<file path="config.mk">
export PLATFORM = sky130hd
export DESIGN_NAME = length_type_prefixed_deframer_flat
export DESIGN_NICKNAME = d
export VERILOG_FILES = /design/src/hdl/ltpd_pkg.sv /design/src/hdl/ltpd_ifs.sv /design/src/hdl/length_type_prefixed_deframer.sv /design/src/hdl/ltpd_in_stage.sv /design/src/hdl/ltpd_parser.sv /design/src/hdl/ltpd_out_stage.sv /design/src/flat_wrapper.sv
export SDC_FILE = /design/constraint.sdc
export NUM_CORES = 1
export LEC_CHECK = 0
export BUFFER_PORTS_ARGS = -buffer_cell sky130_fd_sc_hd__buf_2
export CORE_MARGIN = 8
export CORE_UTILIZATION = 58
export CTS_CLUSTER_SIZE = 25
export DETAILED_ROUTE_END_ITERATION = 8
export PLACE_DENSITY = 0.8
export SYNTH_ARGS = -nofsm -noshare
export SYNTH_HDL_FRONTEND = slang
export SYNTH_SLANG_ARGS = --single-unit
</file>
<file path="constraint.sdc">
create_clock -name i_clk -period 5.5 [get_ports i_clk]
set_input_delay 0.55 -clock i_clk [delete_from_list [all_inputs] [get_ports i_clk]]
set_output_delay 0.55 -clock i_clk [all_outputs]
set_load 0.05 [all_outputs]
</file>
<file path="src/hdl/ltpd_pkg.sv">
// Package: shared types and constants for the length/type prefixed deframer.
package ltpd_pkg;

    localparam int unsigned HEADER_BYTES  = 8;
    localparam int unsigned WORD_BYTES    = HEADER_BYTES / 2;
    localparam int unsigned HDR_CNT_W     = $clog2(WORD_BYTES);
    localparam logic [31:0] MAX_LEN_RESET = 32'd4096;

    typedef enum logic [1:0] {
        KIND_DATA     = 2'd0,
        KIND_EMPTY    = 2'd1,
        KIND_OVERSIZE = 2'd2
    } t_kind;

    typedef struct packed {
        t_kind       kind;
        logic [7:0]  data_byte;
        logic [31:0] frame_type;
        logic [31:0] msg_length;
        logic        last;
    } t_result;

endpackage

</file>
<file path="src/hdl/ltpd_ifs.sv">
// Interfaces: byte input, result output and configuration write channels.
interface ltpd_byte_if;
    logic       valid;
    logic       ready;
    logic [7:0] rx_byte;
    modport source (output valid, output rx_byte, input ready);
    modport sink (input valid, input rx_byte, output ready);
endinterface

interface ltpd_res_if;
    logic              valid;
    logic              ready;
    ltpd_pkg::t_kind   kind;
    logic [7:0]        data_byte;
    logic [31:0]       frame_type;
    logic [31:0]       msg_length;
    logic              last;
    modport source (output valid, output kind, output data_byte, output frame_type,
                    output msg_length, output last, input ready);
    modport sink (input valid, input kind, input data_byte, input frame_type,
                  input msg_length, input last, output ready);
endinterface

interface ltpd_cfg_if;
    logic        valid;
    logic        ready;
    logic [31:0] max_length;
    modport source (output valid, output max_length, input ready);
    modport sink (input valid, input max_length, output ready);
endinterface

</file>
<file path="src/hdl/length_type_prefixed_deframer.sv">
// Top level: length/type prefixed deframer, one byte in, zero or one result out.
// Path: a byte accepted into the input register passes through the parser and its
// result is loaded into the result register once that register is free to take it.
// Throughput: one byte per cycle while the result register is free, set by the parser
// stage between the input register and the result register; a held result stalls it.
// Reset: synchronous, clears the parser to the length phase, empties both
// stages and sets max_length to 4096; no clearing pass.
module length_type_prefixed_deframer (
    input  logic        i_clk,
    input  logic        i_rst_n,
    ltpd_byte_if.sink   i_rx,
    ltpd_res_if.source  o_res,
    ltpd_cfg_if.sink    i_cfg
);
    import ltpd_pkg::*;

    logic [31:0] r_max_len;
    logic        w_in_valid;
    logic        w_out_free;
    logic        w_advance;
    logic [7:0]  w_byte;
    logic        w_res_valid;
    t_result     w_res;
    t_result     w_out_res;

    assign i_cfg.ready = 1'b1;

    always_ff @(posedge i_clk) begin
        if (!i_rst_n) begin
            r_max_len <= MAX_LEN_RESET;
        end else if (i_cfg.valid && i_cfg.ready) begin
            r_max_len <= i_cfg.max_length;
        end
    end

    assign w_advance = w_in_valid && w_out_free;

    ltpd_in_stage u_in_stage (
        .i_clk   (i_clk),
        .i_rst_n (i_rst_n),
        .i_valid (i_rx.valid),
        .o_ready (i_rx.ready),
        .i_byte  (i_rx.rx_byte),
        .i_take  (w_advance),
        .o_valid (w_in_valid),
        .o_byte  (w_byte)
    );

    ltpd_parser u_parser (
        .i_clk        (i_clk),
        .i_rst_n      (i_rst_n),
        .i_advance    (w_advance),
        .i_byte       (w_byte),
        .i_max_length (r_max_len),
        .o_res_valid  (w_res_valid),
        .o_res        (w_res)
    );

    ltpd_out_stage u_out_stage (
        .i_clk   (i_clk),
        .i_rst_n (i_rst_n),
        .i_load  (w_advance && w_res_valid),
        .i_res   (w_res),
        .i_ready (o_res.ready),
        .o_valid (o_res.valid),
        .o_res   (w_out_res),
        .o_free  (w_out_free)
    );

    assign o_res.kind       = w_out_res.kind;
    assign o_res.data_byte  = w_out_res.data_byte;
    assign o_res.frame_type = w_out_res.frame_type;
    assign o_res.msg_length = w_out_res.msg_length;
    assign o_res.last       = w_out_res.last;
endmodule

</file>
<file path="src/hdl/ltpd_in_stage.sv">
// Input register stage: holds one received byte until the parser takes it.
module ltpd_in_stage (
    input  logic       i_clk,
    input  logic       i_rst_n,
    input  logic       i_valid,
    output logic       o_ready,
    input  logic [7:0] i_byte,
    input  logic       i_take,
    output logic       o_valid,
    output logic [7:0] o_byte
);
    logic       r_valid;
    logic [7:0] r_byte;
    logic       n_valid;

    assign o_ready = !r_valid || i_take;
    assign n_valid = (i_valid && o_ready) || (r_valid && !i_take);

    always_ff @(posedge i_clk) begin
        if (!i_rst_n) begin
            r_valid <= 1'b0;
        end else begin
            r_valid <= n_valid;
        end
        if (i_valid && o_ready) begin
            r_byte <= i_byte;
        end
    end

    assign o_valid = r_valid;
    assign o_byte  = r_byte;
endmodule

</file>
<file path="src/hdl/ltpd_parser.sv">
// Frame parser: header assembly, length check and payload tagging.
module ltpd_parser (
    input  logic              i_clk,
    input  logic              i_rst_n,
    input  logic              i_advance,
    input  logic [7:0]        i_byte,
    input  logic [31:0]       i_max_length,
    output logic              o_res_valid,
    output ltpd_pkg::t_result o_res
);
    import ltpd_pkg::*;

    typedef enum logic [1:0] {
        PH_LEN  = 2'd0,
        PH_TYPE = 2'd1,
        PH_DATA = 2'd2,
        PH_STOP = 2'd3
    } t_phase;

    t_phase                 r_phase, n_phase;
    logic [HDR_CNT_W-1:0]   r_hdr_cnt, n_hdr_cnt;
    logic [31:0]            r_len, n_len;
    logic [31:0]            r_type, n_type;
    logic [31:0]            r_rem, n_rem;
    logic [31:0]            w_shifted_len;
    logic [31:0]            w_shifted_type;
    logic                   w_word_done;

    assign w_shifted_len  = {i_byte, r_len[31:8]};
    assign w_shifted_type = {i_byte, r_type[31:8]};
    assign w_word_done    = (r_hdr_cnt == HDR_CNT_W'(WORD_BYTES - 1));

    always_comb begin
        n_phase     = r_phase;
        n_hdr_cnt   = r_hdr_cnt;
        n_len       = r_len;
        n_type      = r_type;
        n_rem       = r_rem;
        o_res_valid = 1'b0;
        o_res       = '{kind: KIND_DATA, data_byte: 8'd0, frame_type: 32'd0,
                        msg_length: 32'd0, last: 1'b0};
        case (r_phase)
            PH_LEN: begin
                n_len     = w_shifted_len;
                n_hdr_cnt = r_hdr_cnt + HDR_CNT_W'(1);
                if (w_word_done) begin
                    if (w_shifted_len > i_max_length) begin
                        n_phase          = PH_STOP;
                        o_res_valid      = 1'b1;
                        o_res.kind       = KIND_OVERSIZE;
                        o_res.msg_length = w_shifted_len;
                    end else begin
                        n_phase = PH_TYPE;
                    end
                end
            end
            PH_TYPE: begin
                n_type    = w_shifted_type;
                n_hdr_cnt = r_hdr_cnt + HDR_CNT_W'(1);
                if (w_word_done) begin
                    if (r_len == 32'd0) begin
                        n_phase          = PH_LEN;
                        o_res_valid      = 1'b1;
                        o_res.kind       = KIND_EMPTY;
                        o_res.frame_type = w_shifted_type;
                        o_res.last       = 1'b1;
                    end else begin
                        n_rem   = r_len;
                        n_phase = PH_DATA;
                    end
                end
            end
            PH_DATA: begin
                n_rem            = r_rem - 32'd1;
                o_res_valid      = 1'b1;
                o_res.kind       = KIND_DATA;
                o_res.data_byte  = i_byte;
                o_res.frame_type = r_type;
                o_res.msg_length = r_len;
                if (r_rem == 32'd1) begin
                    n_phase    = PH_LEN;
                    o_res.last = 1'b1;
                end
            end
            default: begin
                n_phase = PH_STOP;
            end
        endcase
    end

    always_ff @(posedge i_clk) begin
        if (!i_rst_n) begin
            r_phase   <= PH_LEN;
            r_hdr_cnt <= '0;
            r_len     <= 32'd0;
            r_type    <= 32'd0;
            r_rem     <= 32'd0;
        end else if (i_advance) begin
            r_phase   <= n_phase;
            r_hdr_cnt <= n_hdr_cnt;
            r_len     <= n_len;
            r_type    <= n_type;
            r_rem     <= n_rem;
        end
    end
endmodule

</file>
<file path="src/hdl/ltpd_out_stage.sv">
// Result register stage: holds one result until the sink takes it.
module ltpd_out_stage (
    input  logic              i_clk,
    input  logic              i_rst_n,
    input  logic              i_load,
    input  ltpd_pkg::t_result i_res,
    input  logic              i_ready,
    output logic              o_valid,
    output ltpd_pkg::t_result o_res,
    output logic              o_free
);
    import ltpd_pkg::*;

    logic    r_valid;
    t_result r_res;

    assign o_free = !r_valid || i_ready;

    always_ff @(posedge i_clk) begin
        if (!i_rst_n) begin
            r_valid <= 1'b0;
        end else if (i_load) begin
            r_valid <= 1'b1;
        end else if (i_ready) begin
            r_valid <= 1'b0;
        end
        if (i_load) begin
            r_res <= i_res;
        end
    end

    assign o_valid = r_valid;
    assign o_res   = r_res;
endmodule
</file>
<file path="src/flat_wrapper.sv">
// flat-port wrapper written by rule: the top's interface ports become plain ports
module length_type_prefixed_deframer_flat import ltpd_pkg::*;
  (i_clk, i_rst_n, i_rx_valid, i_rx_rx_byte, i_rx_ready, o_res_valid, o_res_kind, o_res_data_byte, o_res_frame_type, o_res_msg_length, o_res_last, o_res_ready, i_cfg_valid, i_cfg_max_length, i_cfg_ready);
  ltpd_byte_if i_rx_i ();
  ltpd_res_if o_res_i ();
  ltpd_cfg_if i_cfg_i ();
  input  logic i_clk;
  input  logic i_rst_n;
  input wire logic [$bits(i_rx_i.valid)-1:0] i_rx_valid;
  input wire logic [$bits(i_rx_i.rx_byte)-1:0] i_rx_rx_byte;
  output wire logic [$bits(i_rx_i.ready)-1:0] i_rx_ready;
  output wire logic [$bits(o_res_i.valid)-1:0] o_res_valid;
  output wire logic [$bits(o_res_i.kind)-1:0] o_res_kind;
  output wire logic [$bits(o_res_i.data_byte)-1:0] o_res_data_byte;
  output wire logic [$bits(o_res_i.frame_type)-1:0] o_res_frame_type;
  output wire logic [$bits(o_res_i.msg_length)-1:0] o_res_msg_length;
  output wire logic [$bits(o_res_i.last)-1:0] o_res_last;
  input wire logic [$bits(o_res_i.ready)-1:0] o_res_ready;
  input wire logic [$bits(i_cfg_i.valid)-1:0] i_cfg_valid;
  input wire logic [$bits(i_cfg_i.max_length)-1:0] i_cfg_max_length;
  output wire logic [$bits(i_cfg_i.ready)-1:0] i_cfg_ready;
  assign i_rx_i.valid = i_rx_valid;
  assign i_rx_i.rx_byte = i_rx_rx_byte;
  assign i_rx_ready = i_rx_i.ready;
  assign o_res_valid = o_res_i.valid;
  assign o_res_kind = o_res_i.kind;
  assign o_res_data_byte = o_res_i.data_byte;
  assign o_res_frame_type = o_res_i.frame_type;
  assign o_res_msg_length = o_res_i.msg_length;
  assign o_res_last = o_res_i.last;
  assign o_res_i.ready = o_res_ready;
  assign i_cfg_i.valid = i_cfg_valid;
  assign i_cfg_i.max_length = i_cfg_max_length;
  assign i_cfg_ready = i_cfg_i.ready;
  length_type_prefixed_deframer u_core (.i_clk(i_clk), .i_rst_n(i_rst_n), .i_rx(i_rx_i), .o_res(o_res_i), .i_cfg(i_cfg_i));
endmodule
</file>
==> results of run 1 <==
power by group through the flow:
stage	Sequential [W]	Combinational (W)	Clock (W)
after detailed placement	0.00175	0.000165	0
after global routing	0.00172	0.000187	0.00165
after floorplan	0.00174	0.000113	0
after CTS	0.00171	0.000167	0.00159
final	0.00172	0.000168	0.00156
after global placement	0.00175	0.000161	0
kinds of logic after synthesis:
family                     count (synthesis)  synth area share, %
AOI/OAI and AO/OA                        269                 17.4
xor gates and xnor gates                   1               0.0875
adders and majority gates                 39                 4.87
buffers and inverters                    113                 4.28
DFF                                      217                 51.7
muxes                                     35                 3.50
other                                      1               0.0374
and+or+nand+nor                          379                 18.1
area by class of cell:
type                       count  area [um2]  share of cell area, %
clock buffer                  27         591                   5.13
clock inverter                13         168                   1.46
inverter                      43         163                   1.41
multi-input combinational    724        4440                   38.6
sequential                   217        5170                   44.9
tap                          225         282                   2.45
timing repair buffer         133         696                   6.04
through the flow:
step | hold slack, ns | power [W] | worst slack (ns)
CTS | 0.215 | 0.00347 | 2.02
global placement | 0.442 | 0.00191 | 2.18
floorplan | 0.433 | 0.00186 | 1.39
finish | 0.220 | 0.00345 | 2.00
global route | 0.217 | 0.00355 | 1.71
detailed placement | 0.447 | 0.00191 | 2.06
worst paths after layout:
path / startpoint / endpoint / slack, ns / cells after the start
setup / recovery: u_core.u_in_stage.o_byte[6] / u_core.u_out_stage.o_res[68] / 2.00 / 8
hold / removal: i_rx_rx_byte[6] / u_core.u_in_stage.o_byte[6] / 0.22 / 1
setup reg to reg: u_core.u_in_stage.o_byte[6] / u_core.u_out_stage.o_res[68] / 2.00 / 8
hold reg to reg: u_core.u_parser.r_type[6] / u_core.u_parser.r_type[6] / 0.46 / 2
sequential cells by signal (all words and copies together), names as in the netlist, 2 cells and up:
name and count:
u_core.u_parser.r_rem 32, u_core.u_parser.r_hdr_cnt 2, u_core.u_parser.r_len 32, u_core.u_parser.r_type 32, u_core.r_max_len 32, u_core.u_in_stage.o_byte 8
u_core.u_out_stage.o_res 75, u_core.u_parser.r_phase 2
synth_stat cells (2+ instances only):
| cell | number | area, um2 |
|---|---|---|
| nand3_1 | 11 | 55.1 |
| nor2b_1 | 37 | 231 |
| or4_1 | 5 | 37.5 |
| and2_1 | 11 | 68.8 |
| o32ai_1 | 11 | 96.3 |
| a21oi_1 | 121 | 606 |
| o22ai_1 | 3 | 18.8 |
| a21o_1 | 7 | 52.6 |
| dfxtp_1 | 134 | 2680 |
| nor4_1 | 12 | 75.1 |
| nand4_1 | 12 | 75.1 |
| o21a_1 | 3 | 22.5 |
| ha_1 | 39 | 488 |
| o211ai_1 | 8 | 60.1 |
| nand2_1 | 185 | 694 |
| inv_1 | 42 | 158 |
| o31ai_1 | 6 | 45.0 |
| o2bb2ai_1 | 2 | 17.5 |
| nor3_4 | 2 | 32.5 |
| nor3_1 | 17 | 85.1 |
| mux2i_1 | 35 | 350 |
| or3_1 | 4 | 25.0 |
| o21ai_0 | 21 | 105 |
| and3_1 | 7 | 43.8 |
| nand4b_1 | 2 | 17.5 |
| a22oi_1 | 35 | 263 |
| o32a_1 | 2 | 20.0 |
| a31o_2 | 2 | 17.5 |
| edfxtp_1 | 83 | 2490 |
| a22o_1 | 32 | 280 |
| clkbuf_1 | 59 | 221 |
| a31oi_1 | 2 | 12.5 |
| buf_1 | 9 | 33.8 |
| nand2b_1 | 6 | 37.5 |
| nor2_1 | 57 | 214 |
| o221a_2 | 3 | 33.8 |
metal layers:
| layer | part of all wire (%) | vias up |
|---|---|---|
| met4 | 2.9 | 0 |
| met5 | 0 | - |
| met2 | 47 | 383 |
| li1 | - | 3946 |
| met1 | 41 | 3929 |
| met3 | 8.9 | 58 |
==> out/metrics.yaml, run 1 <==
timing:
  min_period_ns: 3.50
  rsz0062_at_grt: "no"
  setup_viol: 0
  clock_skew_ns: 0.0129
  max_freq_ghz: 0.285
  worst_pin_slew_ns: 1.14
  final-max-slew-violation-count: 0
  post-route-period-util_pct: 63.7
  fin_tns_setup_ns: 0
  slew_headroom_pct: 23.6
  hold_violations: 0
final_layout:
  drive_gt1_share_pct: 16.1
  fin_area_um2: 11500
  diodes: 0
  layout_commonest_cell: "nand2_1"
  final_util_pct: 67.3
  num-nets-final: 1225
  layout.cells.non_filler: 1382
  fillCellCount: 1324
  mostFrequentLayoutCells: "nand2_1, dfxtp_1, a21oi_1, buf_2, edfxtp_1"
  area_growth_pct: 14.9
worst_setup_path:
  slowest_delay_ns: 0.64
  cp.required_ns: 5.63
  arrival_ns: 3.64
  cp_slowest_cell: "buf_4"
  cpLargestDelayFamily: "compound AO/OA/AOI/OAI gates"
  cp-start-kind: "flop"
  worst-path-buf-inv: 1
  cp_max_fo: 53
  crit_type: "reg -> reg"
  critPathCaptureType: "flop"
  worstPathCellList: "ha_1 > nand4_1 > nor3_1 > a22oi_1 > a211o_1 > o31ai_4 > o31a_2 > buf_4"
pwr:
  vdd.ir_drop.worst_uv: 265
  p_switching_w: 0.000748
  power_frac_clock_pct: 45.4
  power_leakage_nw: 4.20
  pwr-share-comb_pct: 4.9
  swShare_pct: 21.7
  powerDensity_nw_per_um2: 299
  seq_power_share_pct: 49.8
  p_int_w: 0.00270
route:
  wirelength_um: 25500
  drt-initial-drc-count: 829
  avgViaCountPerCell: 6.02
  dr.pass1.iters: 5
  wl_per_cell_um: 18.4
  antenna_left: 0
  vias: 8316
  drc: 0
die:
  placementRows: 48
  coreArea_um2: 17100
  die_w_um: 147
  ioPinCount: 123
  die_h_um: 147
  initial_core_util_pct: 58.5
  dieArea_um2: 21700
grt:
  grt_max_degree: 72
  antenna_found_initial: 0
  grt_use_met1_pct: 30.1
  use_met2_pct: 36.4
  grt_remaining_overflow: 0
  gr-usage-met3_pct: 4.65
  grt_pass1_wl_um: 40800
  track_usage_pct: 22.8
  top_usage_layer: "met2"
  grt_pass1_vias: 7808
cts:
  cts_made_buffers: 22
  cts-root-buf: "clkbuf_16"
  cts_tree: "done"
  cts.reportedPaths.clkPinSlew_ns: 0.07
  cts.sinks: 217
  htreeDepth: 1
  cts_hold_buf: 0
  clkLatencyLatePin_ns: 0.51
  cts_resized: 0
  clockBufferDepth: 3
  post_cts_buffers: 0
placed_design:
  port-buffer-count: 121
  dp_hpwl_um: 16900
  routabilityCongestion: 0.891
  placedCellCount: 1342
  place_area_um2: 10800
synthesis:
  yosysWarnings: 0
  synth-edff-count: 83
  async_flop_share_pct: 0
  syn_area_um2: 10000
  synth_seq_area_share_pct: 51.7
  syn_inst: 1054
  avgSynthCellArea_um2: 9.50
  ys_seq_elements: 217
  syn_nets: 1138
  dominantRegCellSynth: "dfxtp_1"
  yosysUniqueCellTypes: 63
min_path:
  hp-class: "in -> reg"
job:
  drv_cap: 0
outcome:
  status: "finished, final reports clean"
Note: power is estimated with default switching activity, not from simulation.
==> run 2: changes to the inputs <==
--- a/config.mk
+++ b/config.mk
@@ -7,10 +7,10 @@
 export LEC_CHECK = 0
 export BUFFER_PORTS_ARGS = -buffer_cell sky130_fd_sc_hd__buf_2
 export CORE_MARGIN = 8
-export CORE_UTILIZATION = 58
+export CORE_UTILIZATION = 53
 export CTS_CLUSTER_SIZE = 25
 export DETAILED_ROUTE_END_ITERATION = 8
-export PLACE_DENSITY = 0.8
+export PLACE_DENSITY = 0.77
 export SYNTH_ARGS = -nofsm -noshare
 export SYNTH_HDL_FRONTEND = slang
 export SYNTH_SLANG_ARGS = --single-unit
==> constraint.sdc (replaced) <==
create_clock -name i_clk -period 3.2 [get_ports i_clk]
set_input_delay 0.32 -clock i_clk [delete_from_list [all_inputs] [get_ports i_clk]]
set_output_delay 0.32 -clock i_clk [all_outputs]
set_load 0.05 [all_outputs]
==> run 2 against run 1 <==
Compared with the run above: sequential share of layout area shrank 0.98 points; largest power group unchanged; core utilization shrank 4.1 points; critical path depth is the same.
==> out/metrics.yaml, run 2 (synthesis gave the netlist of run 1 again) <==
cts:
  cts_made_buffers: 23  # +4.5%
  cts.reportedPaths.clkPinSlew_ns: 0.06  # about the same
  cts_resized: 0  # unchanged
  cts.sinks: 217  # unchanged
  clkLatencyLatePin_ns: 0.51  # about the same
  cts-root-buf: "clkbuf_16"
  clockBufferDepth: 3  # unchanged
  cts_tree: "done"
  htreeDepth: 1  # unchanged
timing:
  finalWorstSetupSlack_ns: 0.190  # -1.81 ns
  final-max-slew-violation-count: 0  # unchanged
  worst_pin_slew_ns: 0.967  # -0.176 ns
  slew_headroom_pct: 35.5  # +12 points
  rsz0062_at_grt: "no"
  min_period_ns: 3.01  # -0.495 ns
  max_freq_ghz: 0.332  # +16%
  setup_viol: 0  # unchanged
  clock_skew_ns: 0.0200  # +0.00715 ns
  fin_tns_setup_ns: 0  # unchanged
  hold_violations: 0  # unchanged
  post-route-period-util_pct: 94.0  # +30 points
min_path:
  hold_depth: 1  # unchanged
  min_to: "u_core.u_in_stage.o_byte[3]"
  hp-class: "in -> reg"
  min-delay-start: "i_rx_rx_byte[3]"
job:
  drv_cap: 0  # unchanged
final_layout:
  seq_area_um2: 5170  # unchanged
  drive_gt1_share_pct: 17.8  # +1.7 points
  num-nets-final: 1260  # +2.9%
  area_growth_pct: 17.5
  layout_commonest_cell: "nand2_1"
  largest_reg_flops: 75  # unchanged
  fillCellCount: 1515  # +14%
  multiInputGateArea_um2: 4450  # +0.17%
  diodes: 0  # unchanged
  mostFrequentLayoutCells: "nand2_1, dfxtp_1, a21oi_1, buf_2, edfxtp_1"
route:
  wl_per_cell_um: 18.1  # -1.8%
  drc: 0  # unchanged
  antenna_left: 0  # unchanged
  wirelength_um: 25800  # +1.4%
  dr.pass1.iters: 5  # unchanged
  drt-initial-drc-count: 734  # -11%
  avgViaCountPerCell: 5.88  # -2.2%
  vias: 8390  # +0.89%
die:
  placementRows: 50  # +4.2%
  ioPinCount: 123  # unchanged
  dieArea_um2: 23600  # +8.4%
  initial_core_util_pct: 53.7  # -4.8 points
  die_w_um: 153  # +4.1%
  coreArea_um2: 18600  # +8.9%
  die_h_um: 153  # +4.1%
pwr:
  seq_power_share_pct: 50.9  # +1.1 points
  pwr-share-comb_pct: 6.0  # +1.1 points
  power_frac_clock_pct: 43.1  # -2.3 points
  p_switching_w: 0.00131  # +75%
  vdd.ir_drop.worst_uv: 511  # +93%
  power.total_w: 0.00575  # +67%
  power_leakage_nw: 4.35  # +3.4%
  powerDensity_nw_per_um2: 488  # +63%
  p_int_w: 0.00444  # +65%
  swShare_pct: 22.7  # +1.0 points
placed_design:
  routabilityCongestion: 0.869  # -2.5%
  place_ws_ns: 0.259  # -1.80 ns
  dp_hpwl_um: 17200  # +1.7%
  port-buffer-count: 121  # unchanged
worst_setup_path:
  critPathCaptureType: "flop"
  worst-r2r-setup-slack_ns: 0.19  # -1.81 ns
  cp_max_fo: 42  # -21%
  slowest_delay_ns: 0.61  # -0.03 ns
  crit_type: "reg -> reg"
  cp_slowest_cell: "or4_1"
  rr_worst_depth: 8  # unchanged
  cp-start-kind: "flop"
  cp.required_ns: 3.44  # -2.19 ns
  r2r-start: "u_core.u_parser.r_len[22]"
  worstPathCellList: "ha_1 > nand4_1 > or4_1 > o21ai_0 > a211o_1 > o31ai_4 > o31a_4 > buf_12"
  worstReg2RegEnd: "u_core.u_out_stage.o_res[64]"
  arrival_ns: 3.25  # -0.39 ns
grt:
  grt_pass1_vias: 7927  # +1.5%
  grt_remaining_overflow: 0  # unchanged
  grt_max_degree: 74  # +2.8%
  grt_pass1_wl_um: 41500  # +1.8%
  track_usage_pct: 21.1  # -1.6 points
  antenna_found_initial: 0  # unchanged
outcome:
  status: "finished, final reports clean"
run 2: cell types whose count changed in the layout (fill, tap and decap cells not counted):
| cell | before | now |
|---|---|---|
| buf_4 | 12 | 38 |
| dlygate4sd3_1 | 0 | 5 |
| clkbuf_1 | 4 | 8 |
| buf_12 | 0 | 3 |
| bufinv_16 | 4 | 1 |
| clkinv_2 | 5 | 3 |
| inv_6 | 0 | 2 |
| clkinv_4 | 1 | 0 |
| clkinvlp_4 | 1 | 2 |
| o31a_2 | 2 | 1 |
| o31a_4 | 0 | 1 |
run 2: final cells by class:
type                            count  share of cell area (%)
Timing Repair Buffer              167                    8.51
Multi-Input combinational cell    724                    37.8
Inverter                           43                    1.38
Clock inverter                     10                   0.712
Tap cell                          234                    2.49
Sequential cell                   217                    44.0
Clock buffer                       31                    5.15
run 2: worst max path at each step:
stage | startpoint | end | slack [ns]
after detailed placement | u_core.u_parser.r_len[22] | u_core.u_out_stage.o_res[35] | 0.26
after floorplan | u_core.u_in_stage.o_byte[6] | u_core.u_out_stage.o_res[0] | 0.37
after global routing | u_core.u_parser.r_len[22] | u_core.u_out_stage.o_res[42] | 0.03
after CTS | u_core.u_parser.r_len[22] | u_core.u_out_stage.o_res[45] | 0.21
after global placement | u_core.u_parser.r_len[22] | u_core.u_out_stage.o_res[35] | 0.33
final | u_core.u_parser.r_len[22] | u_core.u_out_stage.o_res[64] | 0.19
run 2: power groups by stage:
| stage | Combinational (W) | Clock (W) | Sequential [W] |
|---|---|---|---|
| 2_1_floorplan | 0.000194 | 0 | 0.00300 |
| 3_5_place_dp | 0.000337 | 0 | 0.00298 |
| 4_1_cts | 0.000343 | 0.00251 | 0.00293 |
| 3_3_place_gp | 0.000331 | 0 | 0.00298 |
| 6_report | 0.000345 | 0.00248 | 0.00293 |
| 5_1_grt | 0.000380 | 0.00261 | 0.00293 |
run 2: timing repair:
| action | in CTS | in global routing |
|---|---|---|
| hold buffers | 4 | 1 |
| setup buffers | 0 | 0 |
| endpoints found under the hold margin | 4 | 1 |
run 2: per-layer routing:
metal  wire, um  share of wire, %  track usage (%)
met3       1970               7.6             4.43
met1      11000                43             27.6
met4        744               2.9             7.56
met2      12100                47             34.1
met5          0                 0                0
run 2: stage by stage:
| step | hold slack, ns | cells | util (%) | cell area (um2) |
|---|---|---|---|---|
| 2_1_floorplan | 0.419 | 1054 | - | 10000 |
| 3_3_place_gp | 0.443 | 1380 | 59.2 | 11000 |
| 3_5_place_dp | 0.447 | 1380 | 59.2 | 11000 |
| 4_1_cts | 0.00214 | 1425 | 63.1 | 11800 |
| 5_1_grt | 0.00107 | 1426 | 63.1 | 11800 |
| 6_report | 0.0192 | 1426 | 63.1 | 11800 |
run 2: critical path: cells and delay by family (launching register included):
family,cells,cell delay (ns)
AO/OA/AOI/OAI,4,0.99
AND/OR/NAND/NOR,2,0.75
flip-flops,1,0.39
adder cells (fa/ha/maj),1,0.36
buffers and inverters,1,0.21
==> run 3: changes to the inputs <==
==> constraint.sdc (replaced) <==
create_clock -name i_clk -period 3.2 [get_ports i_clk]
set_input_delay 0.64 -clock i_clk [delete_from_list [all_inputs] [get_ports i_clk]]
set_output_delay 0.64 -clock i_clk [all_outputs]
set_load 0.05 [all_outputs]
==> run 3 against run 2 <==
Compared with the run above: die area unchanged; sequential power is essentially flat; wire length down 0.24%; worst setup slack worse by 0.013 ns; core utilization shrank 0.27 points; highest routed layer unchanged.
==> out/metrics.yaml, run 3 (synthesis gave the netlist of run 1 again) <==
timing:
  max_freq_ghz: 0.331  # -0.41%
  setup_viol: 0  # unchanged
  hold_ws_ns: 0.307  # +0.287 ns
  min_period_ns: 3.02  # +0.0125 ns
  final-max-slew-violation-count: 0  # unchanged
  clock_skew_ns: 0.0198  # -0.000187 ns
  slew_headroom_pct: 36.1  # +0.58 points
  post-route-period-util_pct: 94.4  # +0.39 points
  worst_pin_slew_ns: 0.958  # -0.00875 ns
  rsz0062_at_grt: "no"
  fin_tns_setup_ns: 0  # unchanged
  hold_violations: 0  # unchanged
grt:
  antenna_found_initial: 0  # unchanged
  use_met2_pct: 33.9  # -0.17 points
  track_usage_pct: 21.1  # -0.078 points
  grt_pass1_wl_um: 41400  # -0.32%
  grt_max_degree: 74  # unchanged
  gr-usage-met3_pct: 4.43  # unchanged
  top_usage_layer: "met2"
  grt_remaining_overflow: 0  # unchanged
  grt_use_met1_pct: 27.6  # unchanged
  grt_pass1_vias: 7897  # -0.38%
cts:
  post_cts_buffers: 0  # unchanged
  clockBufferDepth: 3  # unchanged
  clkLatencyLatePin_ns: 0.51  # about the same
  cts.reportedPaths.clkPinSlew_ns: 0.06  # about the same
  htreeDepth: 1  # unchanged
  cts_hold_buf: 0  # -4
  cts_tree: "done"
  cts.sinks: 217  # unchanged
  cts_made_buffers: 23  # unchanged
  cts_resized: 0  # unchanged
  cts-root-buf: "clkbuf_16"
outcome:
  status: "finished, final reports clean"
worst_setup_path:
  worstPathCellList: "ha_1 > nand4_1 > or4_1 > o21ai_0 > a211o_1 > o31ai_4 > o31a_4 > buf_12"
  rr_worst_depth: 8  # unchanged
  critPathCaptureType: "flop"
  r2r-start: "u_core.u_parser.r_len[22]"
  worst-r2r-setup-slack_ns: 0.18  # about the same
  cp.required_ns: 3.43  # about the same
  arrival_ns: 3.25  # about the same
  worstReg2RegEnd: "u_core.u_out_stage.o_res[64]"
  cp_max_fo: 42  # unchanged
  crit_start: "u_core.u_parser.r_len[22]"
  cp_slowest_cell: "or4_1"
  slowest_delay_ns: 0.61  # about the same
  crit_type: "reg -> reg"
  cp-start-kind: "flop"
  crit_end: "u_core.u_out_stage.o_res[64]"
die:
  die_w_um: 153  # unchanged
  die_h_um: 153  # unchanged
  ioPinCount: 123  # unchanged
  initial_core_util_pct: 53.7  # unchanged
  coreArea_um2: 18600  # unchanged
  placementRows: 50  # unchanged
  dieArea_um2: 23600  # unchanged
job:
  drv_cap: 0  # unchanged
route:
  antenna_left: 0  # unchanged
  vias: 8403  # +0.15%
  drc: 0  # unchanged
  wirelength_um: 25800  # -0.24%
  avgViaCountPerCell: 5.91  # +0.51%
  wl_per_cell_um: 18.1  # +0.11%
  drt-initial-drc-count: 766  # +4.4%
  dr.pass1.iters: 5  # unchanged
final_layout:
  diodes: 0  # unchanged
  seq_area_um2: 5170  # unchanged
  multiInputGateArea_um2: 4450  # unchanged
  layout.cells.non_filler: 1421  # -0.35%
  area_growth_pct: 17.0
  largest_reg_flops: 75  # unchanged
  fillCellCount: 1525  # +0.66%
  num-nets-final: 1255  # -0.40%
  layout_commonest_cell: "nand2_1"
  drive_gt1_share_pct: 17.9  # +0.075 points
  mostFrequentLayoutCells: "nand2_1, dfxtp_1, a21oi_1, buf_2, edfxtp_1"
placed_design:
  routabilityCongestion: 0.869  # unchanged
  dp_hpwl_um: 17200  # unchanged
  port-buffer-count: 121  # unchanged
  placedCellCount: 1380  # unchanged
pwr:
  power_leakage_nw: 4.32  # -0.48%
  vdd.ir_drop.worst_uv: 511  # +0.11%
  powerDensity_nw_per_um2: 490  # +0.29%
min_path:
  hp-class: "in -> reg"
==> run 3: changes by cell type in the layout (fill, tap and decap cells not counted), sizes merged <==
cell / previous run / this run
dlygate4sd3: 5 / 0
==> run 3: area by class of cell <==
class                   instances  share of cell area (%)
clock inverters                10                   0.715
inverters                      43                    1.39
well taps                     234                    2.50
clock buffers                  31                    5.17
flip-flops and latches        217                    44.2
multi-input cells             724                    38.0
repair buffers                162                    8.11
==> run 3: worst min-delay path by stage <==
stage / startpoint / to / slack, ns / depth (start not counted)
after floorplan: u_core.u_parser.r_rem[26] / u_core.u_parser.r_rem[26] / 0.43 / 2
after global placement: u_core.u_parser.r_type[4] / u_core.u_parser.r_type[4] / 0.44 / 2
after detailed placement: u_core.u_parser.r_type[7] / u_core.u_parser.r_type[7] / 0.45 / 2
after CTS: i_rx_rx_byte[2] / u_core.u_in_stage.o_byte[2] / 0.29 / 1
after global routing: i_rx_rx_byte[0] / u_core.u_in_stage.o_byte[0] / 0.29 / 1
final: i_rx_rx_byte[2] / u_core.u_in_stage.o_byte[2] / 0.31 / 1
==> run 3: critical path, delay by kind of cell (launching register included) <==
family                     cells  cell delay (ns)
AOI/OAI and AO/OA              4             0.98
adders and majority gates      1             0.36
and+or+nand+nor                2             0.75
buffers and inverters          1             0.21
DFF                            1             0.40
==> run 3: through the flow <==
stage          cell area, um2  utilization, %  total power [W]  setup WS, ns
3_3_place_gp            11000            59.2          0.00331         0.333
6_report                11700            62.9          0.00574         0.178
5_1_grt                 11700            62.9          0.00591        0.0341
3_5_place_dp            11000            59.2          0.00332         0.259
4_1_cts                 11700            62.9          0.00577         0.209
2_1_floorplan           10000               -          0.00319         0.366
==> run 3: routing by layer <==
metal,vias up,wire length [um]
met5,-,0
met4,0,718
li1,4002,-
met1,3989,10800
met2,368,12100
met3,44,2240
==> run 3: power breakdown <==
part | internal, W | total [W] | switching (W)
registers | 0.00290 | 0.00293 | 0.0000308
clock network | 0.00141 | 0.00247 | 0.00106
logic | 0.000129 | 0.000339 | 0.000210
